$ cat src/design/tkul_pkg.sv
// Shared types, constants and helpers for the terminal key and utf-8 lexer.
// No dependencies; imported by tkul_core, terminal_key_utf8_lexer and the bench.
package tkul_pkg;

  // default width of the csi argument and utf-8 accumulators
  localparam int ArgWidthDef = 32;

  // result field widths
  localparam int KindW = 4;
  localparam int CpW   = 21;
  localparam int RptW  = 16;

  // byte codes with a meaning of their own
  localparam logic [7:0] ByteEot   = 8'h03;
  localparam logic [7:0] ByteLf    = 8'h0A;
  localparam logic [7:0] ByteCr    = 8'h0D;
  localparam logic [7:0] ByteEsc   = 8'h1B;
  localparam logic [7:0] ByteDel   = 8'h7F;
  localparam logic [7:0] ByteSpace = 8'h20;
  localparam logic [7:0] ByteZero  = 8'h30;
  localparam logic [7:0] ByteNine  = 8'h39;
  localparam logic [7:0] ByteSemi  = 8'h3B;
  localparam logic [7:0] ByteAt    = 8'h40;
  localparam logic [7:0] ByteO     = 8'h4F;
  localparam logic [7:0] ByteR     = 8'h52;
  localparam logic [7:0] ByteLbrk  = 8'h5B;
  localparam logic [7:0] ByteTilde = 8'h7E;
  localparam logic [7:0] ByteUp    = 8'h41;
  localparam logic [7:0] ByteDown  = 8'h42;
  localparam logic [7:0] ByteRight = 8'h43;
  localparam logic [7:0] ByteLeft  = 8'h44;
  localparam logic [7:0] ByteEnd   = 8'h46;
  localparam logic [7:0] ByteHome  = 8'h48;

  // lead byte masks and patterns
  localparam logic [7:0] Lead2Mask = 8'hE0;
  localparam logic [7:0] Lead2Pat  = 8'hC0;
  localparam logic [7:0] Lead3Mask = 8'hF0;
  localparam logic [7:0] Lead3Pat  = 8'hE0;
  localparam logic [7:0] Lead4Mask = 8'hF8;
  localparam logic [7:0] Lead4Pat  = 8'hF0;
  localparam logic [7:0] ContMask  = 8'hC0;
  localparam logic [7:0] ContPat   = 8'h80;

  // escape argument values for the tilde keys
  localparam int TildeHome = 1;
  localparam int TildeDel  = 3;
  localparam int TildeEnd  = 4;

  // lexer mode
  typedef enum logic [4:0] {
    MODE_PLAIN = 5'b00001,
    MODE_ESC   = 5'b00010,
    MODE_CSI   = 5'b00100,
    MODE_SS3   = 5'b01000,
    MODE_SKIP  = 5'b10000
  } mode_t;

  // token kinds
  typedef enum logic [KindW-1:0] {
    TK_CODE   = 4'd0,
    TK_REPORT = 4'd1,
    TK_UP     = 4'd2,
    TK_DOWN   = 4'd3,
    TK_LEFT   = 4'd4,
    TK_RIGHT  = 4'd5,
    TK_ENTER  = 4'd6,
    TK_BKSP   = 4'd7,
    TK_DELETE = 4'd8,
    TK_HOME   = 4'd9,
    TK_END    = 4'd10,
    TK_EOT    = 4'd11
  } kind_t;

  // one result item
  typedef struct packed {
    kind_t           kind;
    logic [CpW-1:0]  char_val;
    logic [RptW-1:0] report_row;
    logic [RptW-1:0] report_col;
  } token_t;

  // arrow, home and end finals shared by ss3 and csi; TK_CODE when none
  function automatic kind_t cursor_final(input logic [7:0] b);
    kind_t k;
    k = TK_CODE;
    case (b)
      ByteUp:    k = TK_UP;
      ByteDown:  k = TK_DOWN;
      ByteRight: k = TK_RIGHT;
      ByteLeft:  k = TK_LEFT;
      ByteHome:  k = TK_HOME;
      ByteEnd:   k = TK_END;
      default:   k = TK_CODE;
    endcase
    return k;
  endfunction

endpackage

$ cat src/design/tkul_core.sv
// Lexer state registers and the one-byte update logic.
// Depends on tkul_pkg for mode and token types and byte codes.
module tkul_core import tkul_pkg::*; #(
  parameter int ARG_WIDTH = ArgWidthDef
) (
  input  logic       clk,
  input  logic       rst,
  input  logic       step,      // commit the update for in_byte this cycle
  input  logic [7:0] in_byte,
  output logic       emit,      // in_byte produces a token
  output token_t     token
);

  mode_t                mode, mode_next;
  logic [1:0]           pend, pend_next;
  logic [1:0]           idx, idx_next;
  logic [ARG_WIDTH-1:0] arg0, arg0_next;
  logic [ARG_WIDTH-1:0] arg1, arg1_next;

  logic                 do_clear;
  logic [ARG_WIDTH-1:0] acc_sel, acc_mul, cont_val;
  logic [1:0]           pend_dec;
  kind_t                fin;

  // shared helpers: csi digit accumulate and utf-8 continuation shift
  assign acc_sel  = idx[0] ? arg1 : arg0;
  assign acc_mul  = (acc_sel << 3) + (acc_sel << 1) + ARG_WIDTH'(in_byte[3:0]);
  assign cont_val = (arg0 << 6) | ARG_WIDTH'(in_byte[5:0]);
  assign pend_dec = pend - 2'd1;
  assign fin      = cursor_final(in_byte);

  // next state and token for one byte
  always_comb begin
    mode_next = mode;
    pend_next = pend;
    idx_next  = idx;
    arg0_next = arg0;
    arg1_next = arg1;
    do_clear  = 1'b0;
    emit      = 1'b0;
    token     = '0;

    if (in_byte == ByteEot) begin
      emit       = 1'b1;
      token.kind = TK_EOT;
    end else if (in_byte == ByteLf || in_byte == ByteCr) begin
      emit       = 1'b1;
      token.kind = TK_ENTER;
    end else if (in_byte == ByteDel) begin
      emit       = 1'b1;
      token.kind = TK_BKSP;
    end else if (in_byte == ByteEsc) begin
      mode_next = MODE_ESC;
    end else if (in_byte < ByteSpace) begin
      do_clear = 1'b1;
    end else if ((in_byte & Lead2Mask) == Lead2Pat) begin
      mode_next = MODE_PLAIN;
      pend_next = 2'd1;
      arg0_next = ARG_WIDTH'(in_byte[4:0]);
    end else if ((in_byte & Lead3Mask) == Lead3Pat) begin
      mode_next = MODE_PLAIN;
      pend_next = 2'd2;
      arg0_next = ARG_WIDTH'(in_byte[3:0]);
    end else if ((in_byte & Lead4Mask) == Lead4Pat) begin
      mode_next = MODE_PLAIN;
      pend_next = 2'd3;
      arg0_next = ARG_WIDTH'(in_byte[2:0]);
    end else if ((in_byte & ContMask) == ContPat) begin
      if (pend == 2'd0) begin
        do_clear = 1'b1;
      end else begin
        arg0_next = cont_val;
        pend_next = pend_dec;
        if (pend_dec == 2'd0) begin
          emit           = 1'b1;
          token.kind     = TK_CODE;
          token.char_val = cont_val[CpW-1:0];
        end
      end
    end else if (in_byte[7]) begin
      // invalid lead bytes leave everything alone
      mode_next = mode;
    end else begin
      pend_next = 2'd0;
      unique case (mode)
        MODE_PLAIN: begin
          emit           = 1'b1;
          token.kind     = TK_CODE;
          token.char_val = CpW'(in_byte);
        end
        MODE_ESC: begin
          if (in_byte == ByteLbrk) begin
            mode_next = MODE_CSI;
            idx_next  = 2'd0;
            arg0_next = '0;
            arg1_next = '0;
          end else if (in_byte == ByteO) begin
            mode_next = MODE_SS3;
          end else begin
            do_clear = 1'b1;
          end
        end
        MODE_SS3: begin
          if (fin != TK_CODE) begin
            emit       = 1'b1;
            token.kind = fin;
          end else begin
            do_clear = 1'b1;
          end
        end
        MODE_CSI: begin
          if (in_byte == ByteSpace) begin
            mode_next = MODE_CSI;
          end else if (in_byte >= ByteZero && in_byte <= ByteNine) begin
            if (idx[0]) arg1_next = acc_mul;
            else        arg0_next = acc_mul;
          end else if (in_byte == ByteSemi) begin
            idx_next = idx + 2'd1;
            if (idx + 2'd1 >= 2'd2) mode_next = MODE_SKIP;
          end else if (in_byte >= ByteAt && in_byte <= ByteTilde) begin
            if (fin != TK_CODE) begin
              emit       = 1'b1;
              token.kind = fin;
            end else if (in_byte == ByteR) begin
              emit             = 1'b1;
              token.kind       = TK_REPORT;
              token.report_row = arg0[RptW-1:0];
              token.report_col = arg1[RptW-1:0];
            end else if (in_byte == ByteTilde && arg0 == ARG_WIDTH'(TildeHome)) begin
              emit       = 1'b1;
              token.kind = TK_HOME;
            end else if (in_byte == ByteTilde && arg0 == ARG_WIDTH'(TildeDel)) begin
              emit       = 1'b1;
              token.kind = TK_DELETE;
            end else if (in_byte == ByteTilde && arg0 == ARG_WIDTH'(TildeEnd)) begin
              emit       = 1'b1;
              token.kind = TK_END;
            end else begin
              do_clear = 1'b1;
            end
          end else begin
            mode_next = MODE_SKIP;
          end
        end
        MODE_SKIP: begin
          if (in_byte >= ByteAt && in_byte <= ByteTilde) do_clear = 1'b1;
        end
        default: begin
          do_clear = 1'b1;
        end
      endcase
    end

    // every token and every abort returns to the reset state
    if (do_clear || emit) begin
      mode_next = MODE_PLAIN;
      pend_next = 2'd0;
      idx_next  = 2'd0;
      arg0_next = '0;
      arg1_next = '0;
    end
  end

  // state registers
  always_ff @(posedge clk) begin
    if (rst) begin
      mode <= MODE_PLAIN;
      pend <= 2'd0;
      idx  <= 2'd0;
      arg0 <= '0;
      arg1 <= '0;
    end else if (step) begin
      mode <= mode_next;
      pend <= pend_next;
      idx  <= idx_next;
      arg0 <= arg0_next;
      arg1 <= arg1_next;
    end
  end

endmodule

$ cat src/design/terminal_key_utf8_lexer.sv
// Top level of the terminal key and utf-8 lexer: byte input register,
// token output register and stream handshakes. Uses tkul_pkg and tkul_core.
//
// Takes one terminal byte per transfer and returns zero or one key token per
// byte. A byte is accepted every cycle when the output side keeps up; a byte
// is held in the input register, is decoded against the lexer state in one
// pass, and its token is registered in the output register when the byte
// moves on. The input register and the output register stall together only
// while a token waits untaken. Bytes that close nothing (escape prefixes,
// digits, utf-8 lead bytes) give no output transfer.
module terminal_key_utf8_lexer import tkul_pkg::*; #(
  parameter int ARG_WIDTH = ArgWidthDef
) (
  input  logic        clk,
  input  logic        rst,
  input  logic        s_tvalid,
  output logic        s_tready,
  input  logic [7:0]  s_tdata,   // in_byte[7:0]
  output logic        m_tvalid,
  input  logic        m_tready,
  output logic [55:0] m_tdata,   // char_val[20:0], report_row[36:21],
                                 // report_col[52:37], zero fill
  output logic [3:0]  m_tuser    // token_kind[3:0]
);

  logic       in_valid;
  logic [7:0] in_byte;
  logic       adv;
  logic       emit;
  token_t     token;
  token_t     out_tok;

  // byte moves on when the output register is free or being emptied
  assign adv      = in_valid && (!m_tvalid || m_tready);
  assign s_tready = !in_valid || adv;

  tkul_core #(
    .ARG_WIDTH(ARG_WIDTH)
  ) u_core (
    .clk     (clk),
    .rst     (rst),
    .step    (adv),
    .in_byte (in_byte),
    .emit    (emit),
    .token   (token)
  );

  // input register
  always_ff @(posedge clk) begin
    if (rst) begin
      in_valid <= 1'b0;
    end else if (s_tvalid && s_tready) begin
      in_valid <= 1'b1;
    end else if (adv) begin
      in_valid <= 1'b0;
    end
  end

  always_ff @(posedge clk) begin
    if (s_tvalid && s_tready) begin
      in_byte <= s_tdata;
    end
  end

  // output register
  always_ff @(posedge clk) begin
    if (rst) begin
      m_tvalid <= 1'b0;
    end else if (adv && emit) begin
      m_tvalid <= 1'b1;
    end else if (m_tready) begin
      m_tvalid <= 1'b0;
    end
  end

  always_ff @(posedge clk) begin
    if (adv && emit) begin
      out_tok <= token;
    end
  end

  // pack the result fields
  assign m_tuser = out_tok.kind;
  assign m_tdata = {3'b000, out_tok.report_col, out_tok.report_row, out_tok.char_val};

endmodule

$ cat config.mk
export PLATFORM = sky130hd
export DESIGN_NAME = terminal_key_utf8_lexer
export DESIGN_NICKNAME = d
export VERILOG_FILES = /design/src/design/tkul_pkg.sv /design/src/design/tkul_core.sv /design/src/design/terminal_key_utf8_lexer.sv
export SDC_FILE = /design/constraint.sdc
export NUM_CORES = 1
export LEC_CHECK = 0
export BUFFER_PORTS_ARGS = -buffer_cell sky130_fd_sc_hd__buf_2
export CAP_MARGIN = 10
export CORE_MARGIN = 8
export CORE_UTILIZATION = 55
export DETAILED_ROUTE_END_ITERATION = 16
export HOLD_SLACK_MARGIN = 0.05
export PLACE_DENSITY = 0.84
export REMOVE_ABC_BUFFERS = 1
export SLEW_MARGIN = 20
export SYNTH_ARGS = -nofsm -noshare
export SYNTH_HDL_FRONTEND = slang
export SYNTH_SLANG_ARGS = --single-unit
export TNS_END_PERCENT = 1
$ cat constraint.sdc
create_clock -name clk -period 15.3 [get_ports clk]
set_input_delay 0.765 -clock clk [delete_from_list [all_inputs] [get_ports clk]]
set_output_delay 0.765 -clock clk [all_outputs]
set_load 0.01 [all_outputs]
==> results.md, run 1 <==
* Run status: complete, no violations
* Crit-path max FO at 31
* Inst Count DP at about 1100
* Critical Path Start Type: flip-flop
* Met1 Use GR at approximately 29%
* GR peak layer: met2
* Antenna Nets Post-Route at 0
* Fillers at 1144
* Initial Util at 56.2%
* Post-CTS setup buffers at 0
* Vias in the first global route at around 7200
* Max stage delay on crit path at 620 ps
* CP cell instances: buf_4, mux2_2, ha_1, ha_1, a21oi_1, and3_1, a221o_1, a311o_1, a21oi_1, a211oi_1, o41ai_1, xnor2_1, a21o_1
* Comb pwr share at about 6.4%
* Cts repair resizes at 0
* Die area at 0.0198 mm^2
* Post-synthesis register bit count at 139
* Synth area leaders: edfxtp_1 (23%), dfxtp_1 (17%), ha_1 (8.8%), a21oi_1 (4.2%), mux2_2 (3.7%)
* Layout Skew at approximately 12 ps
* Final setup viols at 0
* Synth unique cells at 75
* Synth warn at 0
* WP buf/inv at 1
* Tightest Pin Transition at between 1000 and 1500 ps
* Fraction of layout cells with a size suffix above 1 at between 10% and 20%
* First-pass GRT wire length at between 30000 and 40000 um
* Global-route met3 utilization at under 10%
* Die H at ~140 um
* Total global-route track usage at 22.9%
* Crit-path slowest cell: dfxtp_1
* Via total after detailed routing at ~7700
* RePlAce Congestion at 1.00
* Crit path DAT at between 4000 and 5000 ps
* Pin count of the biggest net entering global routing at 58
* Reg power frac at a little over two fifths
* DRT iter0 DRCs at approximately 1100
* Vias per cell at approximately 6.5
* Area leader, netlist: edfxtp_1
* Max VDD drop at 0.0557 mV
* Post-synthesis average cell area at around 9.2 um^2
* Rel. slew slack at a little over 30%
* I/O pin count at 74
* Crit path time final at 4520 ps
* Synthesized cell area at 0.00854 mm^2
* Fin cells at between 1000 and 1500
* Worst Setup Path Type: flip-flop to flip-flop
* PwrDens at 95.5 mW/mm^2
* Initial antenna violation count at 0
* Pre-CTS setup slack at about 11000 ps
* Total grt overflow at 0
* Setup TNS at 0 ps
* P_int at 703 uW
* Reg clk slew, reported paths at 60 ps
* Core area at 0.0152 mm^2
* Drt first pass iters at 7
* Post-synthesis async set-or-reset flop share at 0%
* Final routed DRC violation total at 0
* Static leakage at between 4 and 5 nW
* Total CTS buffers at 17
* Final period utilization at between 20% and 30%
* # port buffers at 70
* Fmax achieved at between 200 and 250 MHz
* Synth Flop Type: dfxtp_1
* Most common cell after layout, fill and taps aside: nand2_1
* Crit end category: flip-flop
* Final wirelength at about 23000 um
* Clock share of power at about half
* Average wire per standard cell at 19.1 um
* HPWL Detailed at approximately 16000 um
* Clk sinks at approximately 140
* CTS tree: done
* Number of synthesized flops with an enable pin at 65
* Worst skew pair latency at 430 ps
* Top Family by Delay on Critical Path: compound AO/OA/AOI/OAI gates
* Min-Delay Path Class: flip-flop to flip-flop
* Switching share of power at around a quarter
* Final setup margin at 10780 ps
* Root Driver: clkbuf_16
* Area growth, synth to finish at 13.0%
* CTS H-tree depth at 4
* Max_cap viols at 0
* # nets final at between 1000 and 1500
* Pwr Total at around 920 uW
* GR Util met2 at a little under two fifths
* CTS max path bufs at 2
* Synth top area share at approximately 23%
* Diodes inserted at 0
* Final Hold Fails at 0
* Row count at 45
* Mapped Cells at about 900
* Worst path required time at about 16000 ps
* Hold buffer count at cts at 0
* Sequential area share after synthesis at between 40 and 50%
* Die X at ~140 um
* Most frequent cells in the layout: nand2_1 (84), dfxtp_1 (74), a21oi_1 (72)
* Psw at roughly 220 uW
* Final Max Slew Viols at 0
* RSZ-0062 raised after global routing: no
worst reg2reg max path, cell delays in order (launching register included):
cell and delay (ps):
dfxtp_1 620, buf_4 450, mux2_2 430, ha_1 300
ha_1 370, a21oi_1 110, and3_1 240, a221o_1 330
a311o_1 320, a21oi_1 400, a211oi_1 140, o41ai_1 430
xnor2_1 110, a21o_1 180
final cells by class:
| type | instances | area [um^2] | area share, % |
|---|---|---|---|
| Clock buffer | 17 | 425 | 4.41 |
| Clock inverter | 15 | 235 | 2.44 |
| Inverter | 19 | 71.3 | 0.739 |
| Multi-Input combinational cell | 718 | 4810 | 49.9 |
| Sequential cell | 139 | 3430 | 35.6 |
| Tap cell | 188 | 235 | 2.44 |
| Timing Repair Buffer | 81 | 433 | 4.49 |
worst paths after layout:
check	cells past startpoint	slack [ps]	to	startpoint
worst max-delay path	13	10780	u_core.arg0[31]	u_core.idx[0]
worst max register to register	13	10780	u_core.arg0[31]	u_core.idx[0]
worst min register to register	2	450	u_core.arg1[16]	u_core.arg1[16]
worst min-delay path	2	450	u_core.arg1[16]	u_core.arg1[16]
per-stage QoR:
step | util, % | hold slack (ps) | instance area (um^2)
finish | 63.4 | 452 | 9640
detailed placement | 59.1 | 430 | 8980
floorplan | - | 414 | 8300
global route | 63.4 | 482 | 9640
CTS | 63.4 | 445 | 9640
global placement | 59.1 | 431 | 8980
routing by layer:
| metal | share of wire, % | wire, um |
|---|---|---|
| met1 | 39 | 8890 |
| met2 | 47 | 10500 |
| met3 | 10 | 2320 |
| met4 | 3.6 | 800 |
| met5 | 0 | 0 |
power groups by stage:
stage               clock network [mW]  logic, mW  registers [mW]
global placement                     0     0.0560           0.410
detailed placement                   0     0.0574           0.410
CTS                              0.462     0.0578           0.402
global route                     0.478     0.0637           0.403
finish                           0.460     0.0591           0.402
floorplan                            0     0.0344           0.409
state kept, by name, indices dropped and copies added (netlist names):
| signal | flops |
|---|---|
| m_tdata | 53 |
| u_core.arg0 | 32 |
| u_core.arg1 | 31 |
| in_byte | 8 |
| u_core.mode | 5 |
| m_tuser | 4 |
| u_core.idx | 2 |
| u_core.pend | 2 |
| in_valid | 1 |
| m_tvalid | 1 |
logic make-up (layout without fill, tap and decap cells):
logic type | Yosys count | count (layout) | synth area share [%]
mux | 33 | 33 | 4.28
other cells | 1 | 3 | 0.0439
compound gates | 236 | 236 | 17.8
buf+inv | 72 | 132 | 3.71
flops | 139 | 139 | 40.2
xor+xnor | 28 | 28 | 2.87
simple gates | 356 | 356 | 21.8
fa+ha+maj | 62 | 62 | 9.26
Yosys cell counts, drive strengths merged, types with 12 or more instances:
master and count:
edfxtp 65, nand2 84, a21oi 72, nand3 31, and3 48, nor2b 12, nand2b 12, o21ai 56
a22o 21, inv 18, xnor2 20, nor3 25, buf 14, nor2 63, dfxtp 74, clkbuf 39
and2 27, mux2 28, a21o 13, ha 60
Power figures use the tool's default switching activity.
==> run 2: changes to the inputs <==
ABC_AREA = 1   (was default)
clock period = 4.6 ns   (was 15.3 ns; I/O delays follow)
==> run 2 against run 1 <==
Against the previous run: combinational power rose to 13 times the previous value; register-to-register slack got worse by 10000 ps; global-route usage rose by 2.3 points; synthesized cell count rose by 48%; highest routed layer unchanged.
==> results.md, run 2 <==
* Final routed DRC violation total at 0 (unchanged)
* Die area at 0.0220 mm^2 (was 0.0198 mm^2)
* Number of synthesized flops with an enable pin at 65 (unchanged)
* Final wirelength at 27500 um (was 22500 um)
* Reg clk slew, reported paths at 60 ps (about the same)
* Synth unique cells at 57 (was 75)
* CTS max path bufs at 2 (unchanged)
* Crit path DAT at 4170 ps (was 4850 ps)
* Pin count of the biggest net entering global routing at 41 (was 58)
* Area leader, netlist: edfxtp_1 (unchanged)
* Final Cell Area at 0.0107 mm^2 (was 0.00964 mm^2)
* Row count at 48 (was 45)
* Fin cells at 1666 (was 1177)
* Crit end category: flip-flop (unchanged)
* Max reg flops at 53 (unchanged)
* Average wire per standard cell at 16.5 um (was 19.1 um)
* Simple-gate portion of the synthesized area at 32.7% (was 21.8%)
* Synth top area share at 20.3% (was 22.9%)
* PwrDens at 333 mW/mm^2 (was 95.5 mW/mm^2)
* Fraction of layout cells with a size suffix above 1 at 12.6% (was 15.9%)
* Inst Count DP at 1626 (was 1145)
* Clk sinks at 139 (unchanged)
* Final setup viols at 0 (unchanged)
* Worst Setup Path Type: flip-flop to flip-flop (unchanged)
* Post-CTS setup buffers at 0 (unchanged)
* Area growth, synth to finish at 11.4% (was 13.0%)
* Die X at 148 um (was 141 um)
* RePlAce Congestion at 1.01 (was 1.00)
* Min-Delay Path Class: primary input to flip-flop (was flip-flop to flip-flop)
* Rel. slew slack at 33.5% (was 30.6%)
* Synth Area in Adders at 8.21% (was 9.26%)
* Synth Area in Compound Gates at 12.8% (was 17.8%)
* # port buffers at 70 (unchanged)
* Antenna Nets Post-Route at 0 (unchanged)
* Critical Path Start Type: flip-flop (unchanged)
* Hold buffer count at cts at 8 (was 0)
* Tightest Pin Transition at 993 ps (was 1040 ps)
* CTS H-tree depth at 4 (unchanged)
* Vias per cell at 5.72 (was 6.53)
* Most common cell after layout, fill and taps aside: nand2_1 (unchanged)
* # nets final at 1502 (was 1050)
* Crit path time final at 3850 ps (was 4520 ps)
* Post-synthesis mux area share at 0% (was 4.28%)
* Post-synthesis async set-or-reset flop share at 0% (unchanged)
* Final Hold Fails at 0 (unchanged)
* Synth Flop Type: dfxtp_1 (unchanged)
* Worst path required time at 4920 ps (was 15630 ps)
* Max VDD drop at 0.273 mV (was 0.0557 mV)
* Drt first pass iters at 7 (unchanged)
* Most common cell in the netlist: nand2_1 (unchanged)
* Sequential area share after synthesis at 35.6% (was 40.2%)
* Max_cap viols at 0 (unchanged)
* Mapped Cells at 1373 (was 927)
* Core area at 0.0172 mm^2 (was 0.0152 mm^2)
* Root Driver: clkbuf_16 (unchanged)
* Synth area leaders: edfxtp_1 (20%), dfxtp_1 (15%), nand2_1 (12%), nor2_1 (9.2%), ha_1 (7.8%) (was edfxtp_1 (23%), dfxtp_1 (17%), ha_1 (8.8%), a21oi_1 (4.2%), mux2_2 (3.7%))
* Initial antenna violation count at 0 (unchanged)
* Total grt overflow at 0 (unchanged)
* Cts repair resizes at 0 (unchanged)
* Die H at 148 um (was 141 um)
* Static leakage at 4.66 nW (was 4.12 nW)
* Total global-route track usage at 25.2% (was 22.9%)
* Crit-path max FO at 26 (was 31)
* Run status: complete, no violations (unchanged)
* Post-DP Area at 0.0100 mm^2 (was 0.00898 mm^2)
* Post-synthesis register bit count at 139 (unchanged)
* Final period utilization at 83.8% (was 29.5%)
* Pwr Total at 3.57 mW (was 921 uW)
* Synthesized cell area at 0.00963 mm^2 (was 0.00854 mm^2)
* Synth warn at 0 (unchanged)
* I/O pin count at 74 (unchanged)
* Total CTS buffers at 17 (unchanged)
* First-pass GRT wire length at 44900 um (was 37000 um)
* R2R cell count at 14 (was 13)
* Diodes inserted at 0 (unchanged)
* CTS tree: done (unchanged)
* Via total after detailed routing at 9523 (was 7683)
* Initial Util at 55.9% (was 56.2%)
* Worst skew pair latency at 440 ps (was 430 ps)
* Hold path depth at 3 (was 2)
* Largest family of logic cells by synthesized area: simple AND/OR/NAND/NOR gates (unchanged)
* Fmax achieved at 259 MHz (was 221 MHz)
* Vias in the first global route at 8869 (was 7229)
* XOR/XNOR share of the synthesized area at 0.273% (was 2.87%)
* DRT iter0 DRCs at 977 (was 1105)
* Post-synthesis average cell area at 7.02 um^2 (was 9.21 um^2)
* HPWL Detailed at 19800 um (was 15700 um)
* Layout Skew at 12.7 ps (was 11.6 ps)
* Most frequent cells in the layout: nand2_1 (317), nor2_1 (234), inv_1 (135) (was nand2_1 (84), dfxtp_1 (74), a21oi_1 (72))
* Final Max Slew Viols at 0 (unchanged)
* RSZ-0062 raised after global routing: no (unchanged)
* Post-synth top cells: nand2_1 (317), nor2_1 (236), inv_1 (135), a21oi_1 (84), o21ai_0 (81) (was nand2_1 (84), dfxtp_1 (74), a21oi_1 (72), edfxtp_1 (65), nor2_1 (61))
## run 2: changes by cell type in the layout (fill, tap and decap cells not counted), sizes merged, moves of 30 or more
| cell | change |
|---|---|
| nand2 | +248 |
| nor2 | +184 |
| o21ai | +30 |
| nand3 | +31 |
| nand4 | +37 |
| inv | +126 |
| and3 | -48 |
## run 2: final timing paths
kind / start / slack (ps) / end
max: u_core.idx[0] / 750 / u_core.arg0[27]
max reg2reg: u_core.idx[0] / 750 / u_core.arg0[27]
min: s_tvalid / 70 / in_valid
min reg2reg: u_core.arg1[29] / 470 / u_core.arg1[29]
## run 2: critical path: stages (launching register included)
cell      delay [ps]
dfxtp_2          600
buf_4            370
o21ai_0          240
ha_1             350
ha_1             360
a21oi_1          260
a21boi_0         280
a21boi_0         200
nand3_1          170
a21oi_1          220
inv_1             70
o21ai_0          240
a21oi_1          120
nor2_1           150
nor2_1            80
## run 2: area by class of cell
| cell class | count | area [um^2] |
|---|---|---|
| Clock buffer | 18 | 439 |
| Clock inverter | 14 | 160 |
| Fill cell | 1510 | 6510 |
| Inverter | 171 | 652 |
| Multi-Input combinational cell | 1007 | 5230 |
| Sequential cell | 139 | 3430 |
| Tap cell | 225 | 282 |
| Timing Repair Buffer | 92 | 536 |
## run 2: through the flow
stage | setup TNS, ps | hold WS (ps) | util, % | setup slack [ps]
final | 0 | 65.8 | 62.2 | 746
after global routing | 0 | 62.3 | 62.2 | 445
after CTS | 0 | 59.9 | 62.2 | 815
after detailed placement | 0 | 409 | 58.3 | 845
after global placement | 0 | 408 | 58.3 | 896
after floorplan | -39550 | 292 | - | -684
## run 2: logic make-up after synthesis
family / after synthesis
XOR/XNOR: 3
AND/OR/NAND/NOR: 721
AO/OA/AOI/OAI: 218
other: 1
flip-flops: 139
buffers and inverters: 229
adder cells (fa/ha/maj): 62
## run 2: routing by layer
metal / routed length, um / GRT usage (%) / share of wire (%)
met1: 11400 / 32.3 / 42
met5: 0 / 0 / 0
met2: 12500 / 39.8 / 45
met4: 943 / 11.6 / 3.4
met3: 2620 / 5.59 / 9.5
## run 2: report_power, final
group          leakage, nW  switching (mW)  internal (mW)
sequential            1.18          0.0475           1.36
clock                0.292           0.591          0.826
combinational         3.19           0.532          0.222
total                 4.66            1.17           2.40
